**src/hdl/pic_pkg.sv**
```systemverilog
// shared types, register indexes and constants for the pulse irrigation controller
package pic_pkg;

   localparam int unsigned MAX_PULSES = 5;

   // (4095 - soil_raw) * 100 / 2595 by reciprocal: 100 * ceil(2^32 / 2595)
   localparam int unsigned SOIL_SHIFT = 32;
   localparam logic [27:0] SOIL_K = 28'd165509400;
   localparam logic [6:0]  PCT_MAX = 7'd100;

   localparam int unsigned CSR_IDX_W = 3;
   localparam int unsigned CSR_DATA_W = 16;

   localparam logic [CSR_IDX_W-1:0] CSR_TARGET     = 3'd0;
   localparam logic [CSR_IDX_W-1:0] CSR_START_NORM = 3'd1;
   localparam logic [CSR_IDX_W-1:0] CSR_START_HOT  = 3'd2;
   localparam logic [CSR_IDX_W-1:0] CSR_HOT_TEMP   = 3'd3;
   localparam logic [CSR_IDX_W-1:0] CSR_DRY_HUM    = 3'd4;
   localparam logic [CSR_IDX_W-1:0] CSR_BRIGHT     = 3'd5;
   localparam logic [CSR_IDX_W-1:0] CSR_PUMP_MS    = 3'd6;
   localparam logic [CSR_IDX_W-1:0] CSR_SOAK_MS    = 3'd7;

   typedef enum logic [1:0] {
      PH_IDLE  = 2'd0,
      PH_PUMP  = 2'd1,
      PH_SOAK  = 2'd2,
      PH_FAULT = 2'd3
   } phase_type;

   typedef struct packed {
      logic [6:0]  target_percent;
      logic [6:0]  start_percent_normal;
      logic [6:0]  start_percent_hot;
      logic [10:0] hot_temp_tenths;
      logic [9:0]  dry_humidity_tenths;
      logic [11:0] bright_limit;
      logic [15:0] pump_ms;
      logic [15:0] soak_ms;
   } cfg_type;

   typedef struct packed {
      logic [6:0]  soil_percent;
      logic        start_dry;
      logic        hot_boost;
      logic        rain_soon;
      logic        auto_mode;
      logic [31:0] now_ms;
   } tick_type;

   typedef struct packed {
      logic        pump_on;
      logic        fault_flag;
      logic [1:0]  phase;
      logic [3:0]  cycle_count;
      logic [6:0]  soil_percent;
      logic        hot_boost;
   } rsp_type;

endpackage

```
**src/hdl/pic_csr.sv**
```systemverilog
// configuration register file
module pic_csr import pic_pkg::*; (
   input  logic                  clock,
   input  logic                  reset,
   input  logic                  csr_valid,
   output logic                  csr_ready,
   input  logic [CSR_IDX_W-1:0]  csr_index,
   input  logic [CSR_DATA_W-1:0] csr_data,
   output cfg_type               cfg
);

   cfg_type cfg_ff;
   cfg_type cfg_in;

   assign csr_ready = 1'b1;
   assign cfg = cfg_ff;

   always_comb begin
      cfg_in = cfg_ff;
      if (csr_valid) begin
         case (csr_index)
            CSR_TARGET:     cfg_in.target_percent       = csr_data[6:0];
            CSR_START_NORM: cfg_in.start_percent_normal = csr_data[6:0];
            CSR_START_HOT:  cfg_in.start_percent_hot    = csr_data[6:0];
            CSR_HOT_TEMP:   cfg_in.hot_temp_tenths      = csr_data[10:0];
            CSR_DRY_HUM:    cfg_in.dry_humidity_tenths  = csr_data[9:0];
            CSR_BRIGHT:     cfg_in.bright_limit         = csr_data[11:0];
            CSR_PUMP_MS:    cfg_in.pump_ms              = csr_data;
            CSR_SOAK_MS:    cfg_in.soak_ms              = csr_data;
            default:        cfg_in = cfg_ff;
         endcase
      end
   end

   always_ff @(posedge clock) begin
      if (reset) begin
         cfg_ff.target_percent       <= 7'd60;
         cfg_ff.start_percent_normal <= 7'd40;
         cfg_ff.start_percent_hot    <= 7'd55;
         cfg_ff.hot_temp_tenths      <= 11'd320;
         cfg_ff.dry_humidity_tenths  <= 10'd500;
         cfg_ff.bright_limit         <= 12'd2000;
         cfg_ff.pump_ms              <= 16'd5000;
         cfg_ff.soak_ms              <= 16'd5000;
      end else begin
         cfg_ff <= cfg_in;
      end
   end

endmodule

```
**src/hdl/pic_cond.sv**
```systemverilog
// input stage: soil percent, weather boost and start decision, registered per beat
module pic_cond import pic_pkg::*; (
   input  logic               clock,
   input  logic               load,
   input  cfg_type            cfg,
   input  logic [11:0]        soil_raw,
   input  logic signed [10:0] temp_tenths,
   input  logic [9:0]         humidity_tenths,
   input  logic               sensor_valid,
   input  logic [11:0]        light_raw,
   input  logic               rain_soon,
   input  logic               auto_mode,
   input  logic [31:0]        now_ms,
   output tick_type           tick
);

   tick_type    tick_ff;
   tick_type    tick_in;
   logic [11:0] dry_span;
   logic [39:0] pct_prod;
   logic [7:0]  pct_raw;
   logic [6:0]  pct;
   logic signed [10:0] temp_eff;
   logic [9:0]  hum_eff;
   logic        hot;

   assign tick = tick_ff;

   always_comb begin
      dry_span = ~soil_raw;
      pct_prod = {28'd0, dry_span} * {12'd0, SOIL_K};
      pct_raw  = pct_prod[SOIL_SHIFT+7:SOIL_SHIFT];
      pct      = (pct_raw > {1'b0, PCT_MAX}) ? PCT_MAX : pct_raw[6:0];
      temp_eff = sensor_valid ? temp_tenths : 11'sd0;
      hum_eff  = sensor_valid ? humidity_tenths : 10'd0;
      hot = (temp_eff > $signed(cfg.hot_temp_tenths)) &&
            (hum_eff < cfg.dry_humidity_tenths) &&
            (light_raw < cfg.bright_limit);
      tick_in.soil_percent = pct;
      tick_in.hot_boost    = hot;
      tick_in.start_dry    = hot ? (pct < cfg.start_percent_hot)
                                 : (pct < cfg.start_percent_normal);
      tick_in.rain_soon    = rain_soon;
      tick_in.auto_mode    = auto_mode;
      tick_in.now_ms       = now_ms;
   end

   always_ff @(posedge clock) begin
      if (load) begin
         tick_ff <= tick_in;
      end
   end

endmodule

```
**src/hdl/pic_seq.sv**
```systemverilog
// pulse sequencer state and result register
module pic_seq import pic_pkg::*; (
   input  logic     clock,
   input  logic     reset,
   input  logic     advance,
   input  cfg_type  cfg,
   input  tick_type tick,
   output rsp_type  rsp
);

   phase_type   phase_ff, phase_in;
   logic [3:0]  count_ff, count_in;
   logic [31:0] start_ms_ff, start_ms_in;
   logic        fault_ff, fault_in;
   rsp_type     rsp_ff, rsp_in;
   logic [31:0] elapsed;
   logic        wet;

   assign rsp = rsp_ff;

   always_comb begin
      phase_in    = phase_ff;
      count_in    = count_ff;
      start_ms_in = start_ms_ff;
      fault_in    = fault_ff;
      elapsed     = tick.now_ms - start_ms_ff;
      wet         = tick.soil_percent >= cfg.target_percent;
      if (!tick.auto_mode) begin
         phase_in = PH_IDLE;
         count_in = 4'd0;
         fault_in = 1'b0;
      end else if (tick.rain_soon) begin
         if (phase_ff == PH_PUMP) begin
            phase_in = PH_IDLE;
         end
      end else if (wet) begin
         if (phase_ff != PH_IDLE) begin
            phase_in = PH_IDLE;
            count_in = 4'd0;
         end
      end else begin
         case (phase_ff)
            PH_FAULT: begin
               fault_in = 1'b1;
            end
            PH_IDLE: begin
               if (tick.start_dry) begin
                  phase_in    = PH_PUMP;
                  count_in    = 4'd1;
                  start_ms_in = tick.now_ms;
               end
            end
            PH_PUMP: begin
               if (elapsed >= {16'd0, cfg.pump_ms}) begin
                  phase_in    = PH_SOAK;
                  start_ms_in = tick.now_ms;
               end
            end
            PH_SOAK: begin
               if (elapsed >= {16'd0, cfg.soak_ms}) begin
                  if (count_ff >= 4'(MAX_PULSES)) begin
                     phase_in = PH_FAULT;
                     fault_in = 1'b1;
                  end else begin
                     phase_in    = PH_PUMP;
                     count_in    = count_ff + 4'd1;
                     start_ms_in = tick.now_ms;
                  end
               end
            end
            default: phase_in = phase_ff;
         endcase
      end
      rsp_in.pump_on      = phase_in == PH_PUMP;
      rsp_in.fault_flag   = fault_in;
      rsp_in.phase        = phase_in;
      rsp_in.cycle_count  = count_in;
      rsp_in.soil_percent = tick.soil_percent;
      rsp_in.hot_boost    = tick.hot_boost;
   end

   always_ff @(posedge clock) begin
      if (reset) begin
         phase_ff    <= PH_IDLE;
         count_ff    <= 4'd0;
         start_ms_ff <= 32'd0;
         fault_ff    <= 1'b0;
      end else if (advance) begin
         phase_ff    <= phase_in;
         count_ff    <= count_in;
         start_ms_ff <= start_ms_in;
         fault_ff    <= fault_in;
      end
   end

   always_ff @(posedge clock) begin
      if (advance) begin
         rsp_ff <= rsp_in;
      end
   end

endmodule

```
**src/hdl/pulse_irrigation_controller_core.sv**
```systemverilog
// top level of the pulse irrigation controller
//
//   channel  direction  handshake            payload
//   req      in         req_valid/req_stall  one control tick
//   rsp      out        rsp_valid/rsp_stall  relay, phase, count, percent, boost
//   csr      in         csr_valid/csr_ready  register index and data
//
// one tick per clock while the result is not stalled; input register then result register
// the conversion multiplier sits before the input register, the sequencer after it
// reset clears the sequencer state, the valid flags and the config registers to defaults
// a stalled result holds, as does a full input stage; req_stall rises only while s1 is full
module pulse_irrigation_controller_core import pic_pkg::*; (
   input  logic                  clock,
   input  logic                  reset,
   input  logic                  req_valid,
   output logic                  req_stall,
   input  logic [11:0]           req_soil_raw,
   input  logic signed [10:0]    req_temp_tenths,
   input  logic [9:0]            req_humidity_tenths,
   input  logic                  req_sensor_valid,
   input  logic [11:0]           req_light_raw,
   input  logic                  req_rain_soon,
   input  logic                  req_auto_mode,
   input  logic [31:0]           req_now_ms,
   output logic                  rsp_valid,
   input  logic                  rsp_stall,
   output logic                  rsp_pump_on,
   output logic                  rsp_fault_flag,
   output logic [1:0]            rsp_phase,
   output logic [3:0]            rsp_cycle_count,
   output logic [6:0]            rsp_soil_percent,
   output logic                  rsp_hot_boost,
   input  logic                  csr_valid,
   output logic                  csr_ready,
   input  logic [CSR_IDX_W-1:0]  csr_index,
   input  logic [CSR_DATA_W-1:0] csr_data
);

   cfg_type  cfg;
   tick_type tick;
   rsp_type  rsp;
   logic     s1_valid_ff, s1_valid_in;
   logic     rsp_valid_ff, rsp_valid_in;
   logic     out_free, s1_adv, req_acc;

   always_comb begin
      out_free     = !rsp_valid_ff || !rsp_stall;
      s1_adv       = s1_valid_ff && out_free;
      req_stall    = s1_valid_ff && !out_free;
      req_acc      = req_valid && !req_stall;
      s1_valid_in  = req_acc || (s1_valid_ff && !s1_adv);
      rsp_valid_in = s1_adv || (rsp_valid_ff && !out_free);
   end

   always_ff @(posedge clock) begin
      if (reset) begin
         s1_valid_ff  <= 1'b0;
         rsp_valid_ff <= 1'b0;
      end else begin
         s1_valid_ff  <= s1_valid_in;
         rsp_valid_ff <= rsp_valid_in;
      end
   end

   pic_csr u_csr (
      .clock     (clock),
      .reset     (reset),
      .csr_valid (csr_valid),
      .csr_ready (csr_ready),
      .csr_index (csr_index),
      .csr_data  (csr_data),
      .cfg       (cfg)
   );

   pic_cond u_cond (
      .clock           (clock),
      .load            (req_acc),
      .cfg             (cfg),
      .soil_raw        (req_soil_raw),
      .temp_tenths     (req_temp_tenths),
      .humidity_tenths (req_humidity_tenths),
      .sensor_valid    (req_sensor_valid),
      .light_raw       (req_light_raw),
      .rain_soon       (req_rain_soon),
      .auto_mode       (req_auto_mode),
      .now_ms          (req_now_ms),
      .tick            (tick)
   );

   pic_seq u_seq (
      .clock   (clock),
      .reset   (reset),
      .advance (s1_adv),
      .cfg     (cfg),
      .tick    (tick),
      .rsp     (rsp)
   );

   assign rsp_valid        = rsp_valid_ff;
   assign rsp_pump_on      = rsp.pump_on;
   assign rsp_fault_flag   = rsp.fault_flag;
   assign rsp_phase        = rsp.phase;
   assign rsp_cycle_count  = rsp.cycle_count;
   assign rsp_soil_percent = rsp.soil_percent;
   assign rsp_hot_boost    = rsp.hot_boost;

endmodule

```
**config.mk**
```make
export PLATFORM = sky130hd
export DESIGN_NAME = pulse_irrigation_controller_core
export DESIGN_NICKNAME = d
export VERILOG_FILES = /design/src/hdl/pic_pkg.sv /design/src/hdl/pic_csr.sv /design/src/hdl/pic_cond.sv /design/src/hdl/pic_seq.sv /design/src/hdl/pulse_irrigation_controller_core.sv
export SDC_FILE = /design/constraint.sdc
export NUM_CORES = 1
export LEC_CHECK = 0
export ABC_AREA = 1
export BUFFER_PORTS_ARGS = -buffer_cell sky130_fd_sc_hd__clkbuf_2
export CAP_MARGIN = 20
export CORE_MARGIN = 1
export CORE_UTILIZATION = 45
export CTS_BUF_LIST = sky130_fd_sc_hd__clkbuf_4
export CTS_CLUSTER_DIAMETER = 50
export DETAILED_ROUTE_END_ITERATION = 16
export PLACE_DENSITY_LB_ADDON = 0.2
export SLEW_MARGIN = 5
export SYNTH_ARGS = -nofsm -noshare
export SYNTH_HDL_FRONTEND = slang
export SYNTH_SLANG_ARGS = --single-unit
```
**constraint.sdc**
```tcl
create_clock -name clock -period 8.95 [get_ports clock]
set_clock_uncertainty 0.15 [all_clocks]
set_input_delay 1.79 -clock clock [delete_from_list [all_inputs] [get_ports clock]]
set_output_delay 1.79 -clock clock [all_outputs]
set_load 0.05 [all_outputs]
```
Word level (Yosys, flattened, before mapping). Cells that the tools add are included.

Bits in registers: 186. Bits in latches: 0. RAM bits: 0. Memory bits (read-only): 0. Input bits: 104. Output and inout port bits: 19. Word-level logic and storage cells: 118. Memories: 0.

Add/sub/neg operators: 2. Multiply operators: 1. Div/mod/pow operators: 0. $lt $le $gt $ge: 10. Eq/ne operators: 15. Shifts and indexed selects: 0. Mux-type cells: 33. Bitwise logic cells: 3. Reduce and logical (&&, ||, !) cells: 28.

Operator list (number): 32-bit two-way mux (4); 32-bit one-hot mux with 3 select lines (1); 32-bit by 16-bit greater-or-equal comparator with 1-bit output (2); 12-bit by 25-bit multiplier with 37-bit output, second input constant (1); 32-bit subtractor (1); 4-bit two-way mux (7); 2-bit two-way mux (9); 2-bit AND reduction (8); 7-bit less-than comparator (2); 3-bit equality test, second input constant (4); 12-bit less-than comparator (1); 12-bit NOT (1); 11-bit > comparator (1); 11-bit two-way mux (1); 10-bit less-than comparator (1); 10-bit two-way mux (1); 9-bit AND reduction (1); 8-bit by 7-bit > comparator with 1-bit output, second input constant (1); 4-bit one-hot mux with 2 select lines (1); 7-bit greater-or-equal comparator (1); 1-bit logical AND (7); 7-bit two-way mux (1); 3-bit by 2-bit equality test with 1-bit output, second input constant (2); 1-bit two-way mux (6); other kinds (16) (27).

Logic depth before layout (Yosys ltp).
Depth after elaboration: 8. Gate-level depth with buffers: 36. Mapped depth without buffers: 36.

By module. Synthesis repeated with hierarchy kept, for this count alone.

Cell total of the unflattened synthesis: 2482. Area, all modules: 17560.6 sq um.

By module, submodules not included: pic_cond (instances 1, cells each 958, area each 7913.8 sq um, sequential area each 1291.2 sq um); pic_seq (instances 1, cells each 1048, area each 6244.7 sq um, sequential area each 1261.2 sq um); pic_csr (instances 1, cells each 464, area each 3310.7 sq um, sequential area each 1721.7 sq um); pulse_irrigation_controller_core (instances 1, cells each 12, area each 91.3 sq um, sequential area each 40.0 sq um).

Worst setup path after synthesis. Ideal clock, no wire load.

Path type: input to register. Start point: in req_soil_raw[9]. End point: reg u_cond.tick_ff (netlist bit u_cond.tick[35]) (data pin). Library setup time: 0.252 ns. Arrival: 7.138 ns. Required time: 8.548 ns. Setup slack: 1.410 ns. Stages on the path: 32. Path buffers: 0. Path through: inv_1 > fa_1 > fa_1 > inv_1 > fa_1 > inv_1 > fa_1 > inv_1 > fa_1 > inv_1 > ha_1 > a21oi_1 > a21boi_0 > o21ai_0 > a21oi_1 > nand2_1 > nand2_1 > nand2_1 > nor2_1 > inv_1 > nor2_1 > nand2_1 > nand2_2 > nand2_1 > ha_1 > nand2_1 > inv_1 > nand2_1 > a21oi_1 > nor2_1 > nand2_1 > nand2_1.

RTL lines: start, declared (RTL line pulse_irrigation_controller_core.sv:17) `input logic [11:0] req_soil_raw,`; end signal, assigned (RTL line pic_cond.sv:50) `tick_ff <= tick_in;`; end, declared (RTL line pic_cond.sv:17) `tick_type tick_ff;`.

==> impl_metrics.ini <==
[run_status]
outcome = complete, no violations

[grt]
most_used_routing_layer_in_global_routing = met2
grt_overflow = 0
antenna_found_initial = 1
maximum_number_of_pins_on_one_net_before_global_route_repair = 65
met1_use_gr = 0.354
first_global_vias = 14400
overall_fraction_of_global_route_tracks_in_use = 0.245
global_route.usage.met3 = 0.0284
grt_use_met2 = 0.387
first_pass_grt_wire_length_um = 74900

[job]
drv.max_cap_violation_count = 0

[logic_synthesis]
ys_seq_elements = 186
synth_edf_count = 59
syn-cell-area_um2 = 17200
post-synth-top-area-fraction = 0.157
synth_cell_type_count = 49
yosysWarnings = 0
synth.yosys.seq_area_share = 0.250
mappedNetlistNets = 2801
synth_async_reset_ratio = 0
yosys_most_used_dff = sky130_fd_sc_hd__dfxtp_1
netlist_top_cells_area = sky130_fd_sc_hd__ha_1 16%, sky130_fd_sc_hd__dfxtp_1 15%, sky130_fd_sc_hd__nand2_1 12%
syn-mean-instance-area_um2 = 7.24
netlist_instances = 2382
leading_area_contributor_after_synthesis = sky130_fd_sc_hd__ha_1

[cts]
worst_path_clk_slew_ns = 0.16
worstSkewPairLatency_ns = 0.66
post-cts-setup-buffer-count = 0
total_of_hold_buffers_inserted_after_clock_tree_synthesis = 0
post_cts_resized = 0
ctsHtreeMaxLevel = 4
max-clock-path-buffers = 2
tritoncts = done
tritoncts.num_buffers = 17
cts.sink_count = 186
root_buffer = sky130_fd_sc_hd__clkbuf_4

[setup_path]
reg2reg_to = u_seq.start_ms_ff[27]$_SDFFE_PP0P_
crit_arrival_ns = 7.80
crit_fanout = 8
cp_slowest_cell = sky130_fd_sc_hd__fa_1
critical_path.top_delay_family = adder cells
crit_path_start = req_soil_raw[10]
r2r_start = u_cond.tick[0]$_DFFE_PP_
critPathMaxStageDelay_ns = 0.59
crit_path_end_kind = flop
timing.critical_path.to = u_cond.tick[35]$_DFFE_PP_
ff2ff_path_depth = 20
timing.critical_path.mode_cell = sky130_fd_sc_hd__nand2_1
required_ns = 9.22
critical_path_buf_inv_count = 8
worstSetupPathDepth = 33
worst-setup-path-type = input port to flop
startpoint_type = input port
setup.reg_to_reg.worst_slack_ns = 4.36

[power]
power_density_nw_per_um2 = 231
leakage_nw = 9.73
irDropWorstVdd_v = 0.000162
finalPower_mw = 4.30

[timing]
setup_total_negative_slack_ns = 0
timing.final.hold_violations = 0
timing_worst_slew_pin_value_ns = 1.01
timing.fmax_mhz = 133
post_route_clock_period_utilization = 0.842
timing.final.max_slew_violations = 0
worst_hold_slack_ns = 0.292
min_period_ns = 7.53
worst_relative_slew_slack = 0.329
setup_viol = 0
setup_repair_after_global_routing_missed_its_margin = false

[drt]
first_iter_violations = 921
dr.pass1.iters = 5
viasPerCell = 4.97
average_wire_length_per_cell_after_detail_routing_um = 15.3
post-route-drc-count = 0
via_count = 15000
route.final.wire_length_um = 46100
ant_nets = 0

[finish]
post_route_cells_drive_above_1_share = 0.0852
final_cell_count_no_fill = 3013
layout_common_cells = 561 x sky130_fd_sc_hd__nand2_1, 538 x sky130_fd_sc_hd__inv_1, 217 x sky130_fd_sc_hd__ha_1
layout-area-overhead-vs-synth_pct = 8.15
final_nets = 2907
layout.cells.most_common = sky130_fd_sc_hd__nand2_1
final_core_utilization = 0.495

[floorplanning]
row_count = 71
boundaryPins = 123
die_w_um = 198
floorplan.die_area_um2 = 39100
initial_core_util = 0.458
die_y_um = 198
core-area_um2 = 37700

[worst_hold_path]
hold_path_class = flop to flop

[placement]
placed_cells = 2980
io_buffers = 121
gp_congestion = 0.931
dp_hpwl_um = 38500
==> through the flow <==
step,setup slack [ns],cell area [um^2]
after floorplan,1.41,17200
after global placement,0.766,18300
after detailed placement,0.728,18300
after CTS,1.45,18600
after global routing,0.989,18600
final,1.42,18600
==> cells in the mapped netlist (6+ instances only) <==
| master | count |
|---|---|
| sky130_fd_sc_hd__a21o_1 | 8 |
| sky130_fd_sc_hd__a21oi_1 | 188 |
| sky130_fd_sc_hd__a31oi_1 | 6 |
| sky130_fd_sc_hd__clkbuf_1 | 30 |
| sky130_fd_sc_hd__dfxtp_1 | 127 |
| sky130_fd_sc_hd__edfxtp_1 | 59 |
| sky130_fd_sc_hd__fa_1 | 98 |
| sky130_fd_sc_hd__ha_1 | 217 |
| sky130_fd_sc_hd__inv_1 | 540 |
| sky130_fd_sc_hd__inv_2 | 10 |
| sky130_fd_sc_hd__nand2_1 | 561 |
| sky130_fd_sc_hd__nand2_2 | 19 |
| sky130_fd_sc_hd__nand3_1 | 95 |
| sky130_fd_sc_hd__nand3b_1 | 9 |
| sky130_fd_sc_hd__nand4_1 | 21 |
| sky130_fd_sc_hd__nor2_1 | 153 |
| sky130_fd_sc_hd__nor2_2 | 9 |
| sky130_fd_sc_hd__nor3_1 | 15 |
| sky130_fd_sc_hd__o211ai_1 | 32 |
| sky130_fd_sc_hd__o21ai_0 | 108 |
| sky130_fd_sc_hd__xor2_1 | 20 |
==> registers in the layout, summed over array words and instances (netlist names), named ones only <==
register           cells
u_seq.fault_ff         1
u_seq.count_ff         4
u_seq.start_ms_ff     32
u_seq.phase_ff         2
s1_valid_ff            1
u_csr.cfg             86
u_seq.rsp             16
u_cond.tick           43
==> how the worst min path moves through the flow <==
stage	end	slack [ns]	depth (start not counted)	start
after floorplan	u_seq.rsp[0]$_DFFE_PP_	0.25	0	u_cond.tick[34]$_DFFE_PP_
after global placement	u_seq.rsp[0]$_DFFE_PP_	0.26	0	u_cond.tick[34]$_DFFE_PP_
after detailed placement	u_seq.rsp[0]$_DFFE_PP_	0.26	0	u_cond.tick[34]$_DFFE_PP_
after CTS	u_seq.rsp[0]$_DFFE_PP_	0.29	0	u_cond.tick[34]$_DFFE_PP_
after global routing	u_seq.rsp[0]$_DFFE_PP_	0.32	0	u_cond.tick[34]$_DFFE_PP_
final	u_seq.rsp[0]$_DFFE_PP_	0.29	0	u_cond.tick[34]$_DFFE_PP_
==> power breakdown <==
part | total (mW) | switching [mW] | internal (mW)
Sequential | 0.983 | 0.0286 | 0.954
Clock | 0.502 | 0.343 | 0.159
Combinational | 2.82 | 1.86 | 0.962
Total | 4.30 | 2.23 | 2.08
==> kinds of logic (layout without fill, tap and decap cells) <==
group	count (synthesis)	after routing	synth area share
buffers and inverters	592	711	0.132
other	1	2	0.000217
flip-flops	186	186	0.250
adder cells (fa/ha/maj)	315	315	0.271
AO/OA/AOI/OAI	365	365	0.117
XOR/XNOR	21	21	0.0107
AND/OR/NAND/NOR	902	902	0.219
==> metal layers <==
layer / part of all wire / wire, um
met5: 0 / 0
met4: 0.021 / 947
met3: 0.042 / 1940
met2: 0.44 / 20200
met1: 0.50 / 23000
==> cell type report <==
| cell class | instances | area, um^2 |
|---|---|---|
| Fill cell | 3906 | 19000 |
| Clock inverter | 14 | 174 |
| Antenna cell | 1 | 2.50 |
| Tap cell | 511 | 639 |
| Inverter | 553 | 2080 |
| Clock buffer | 18 | 135 |
| Timing Repair Buffer | 126 | 643 |
| Multi-Input combinational cell | 1604 | 10700 |
| Sequential cell | 186 | 4310 |
Note: power is estimated with default switching activity, not from simulation.
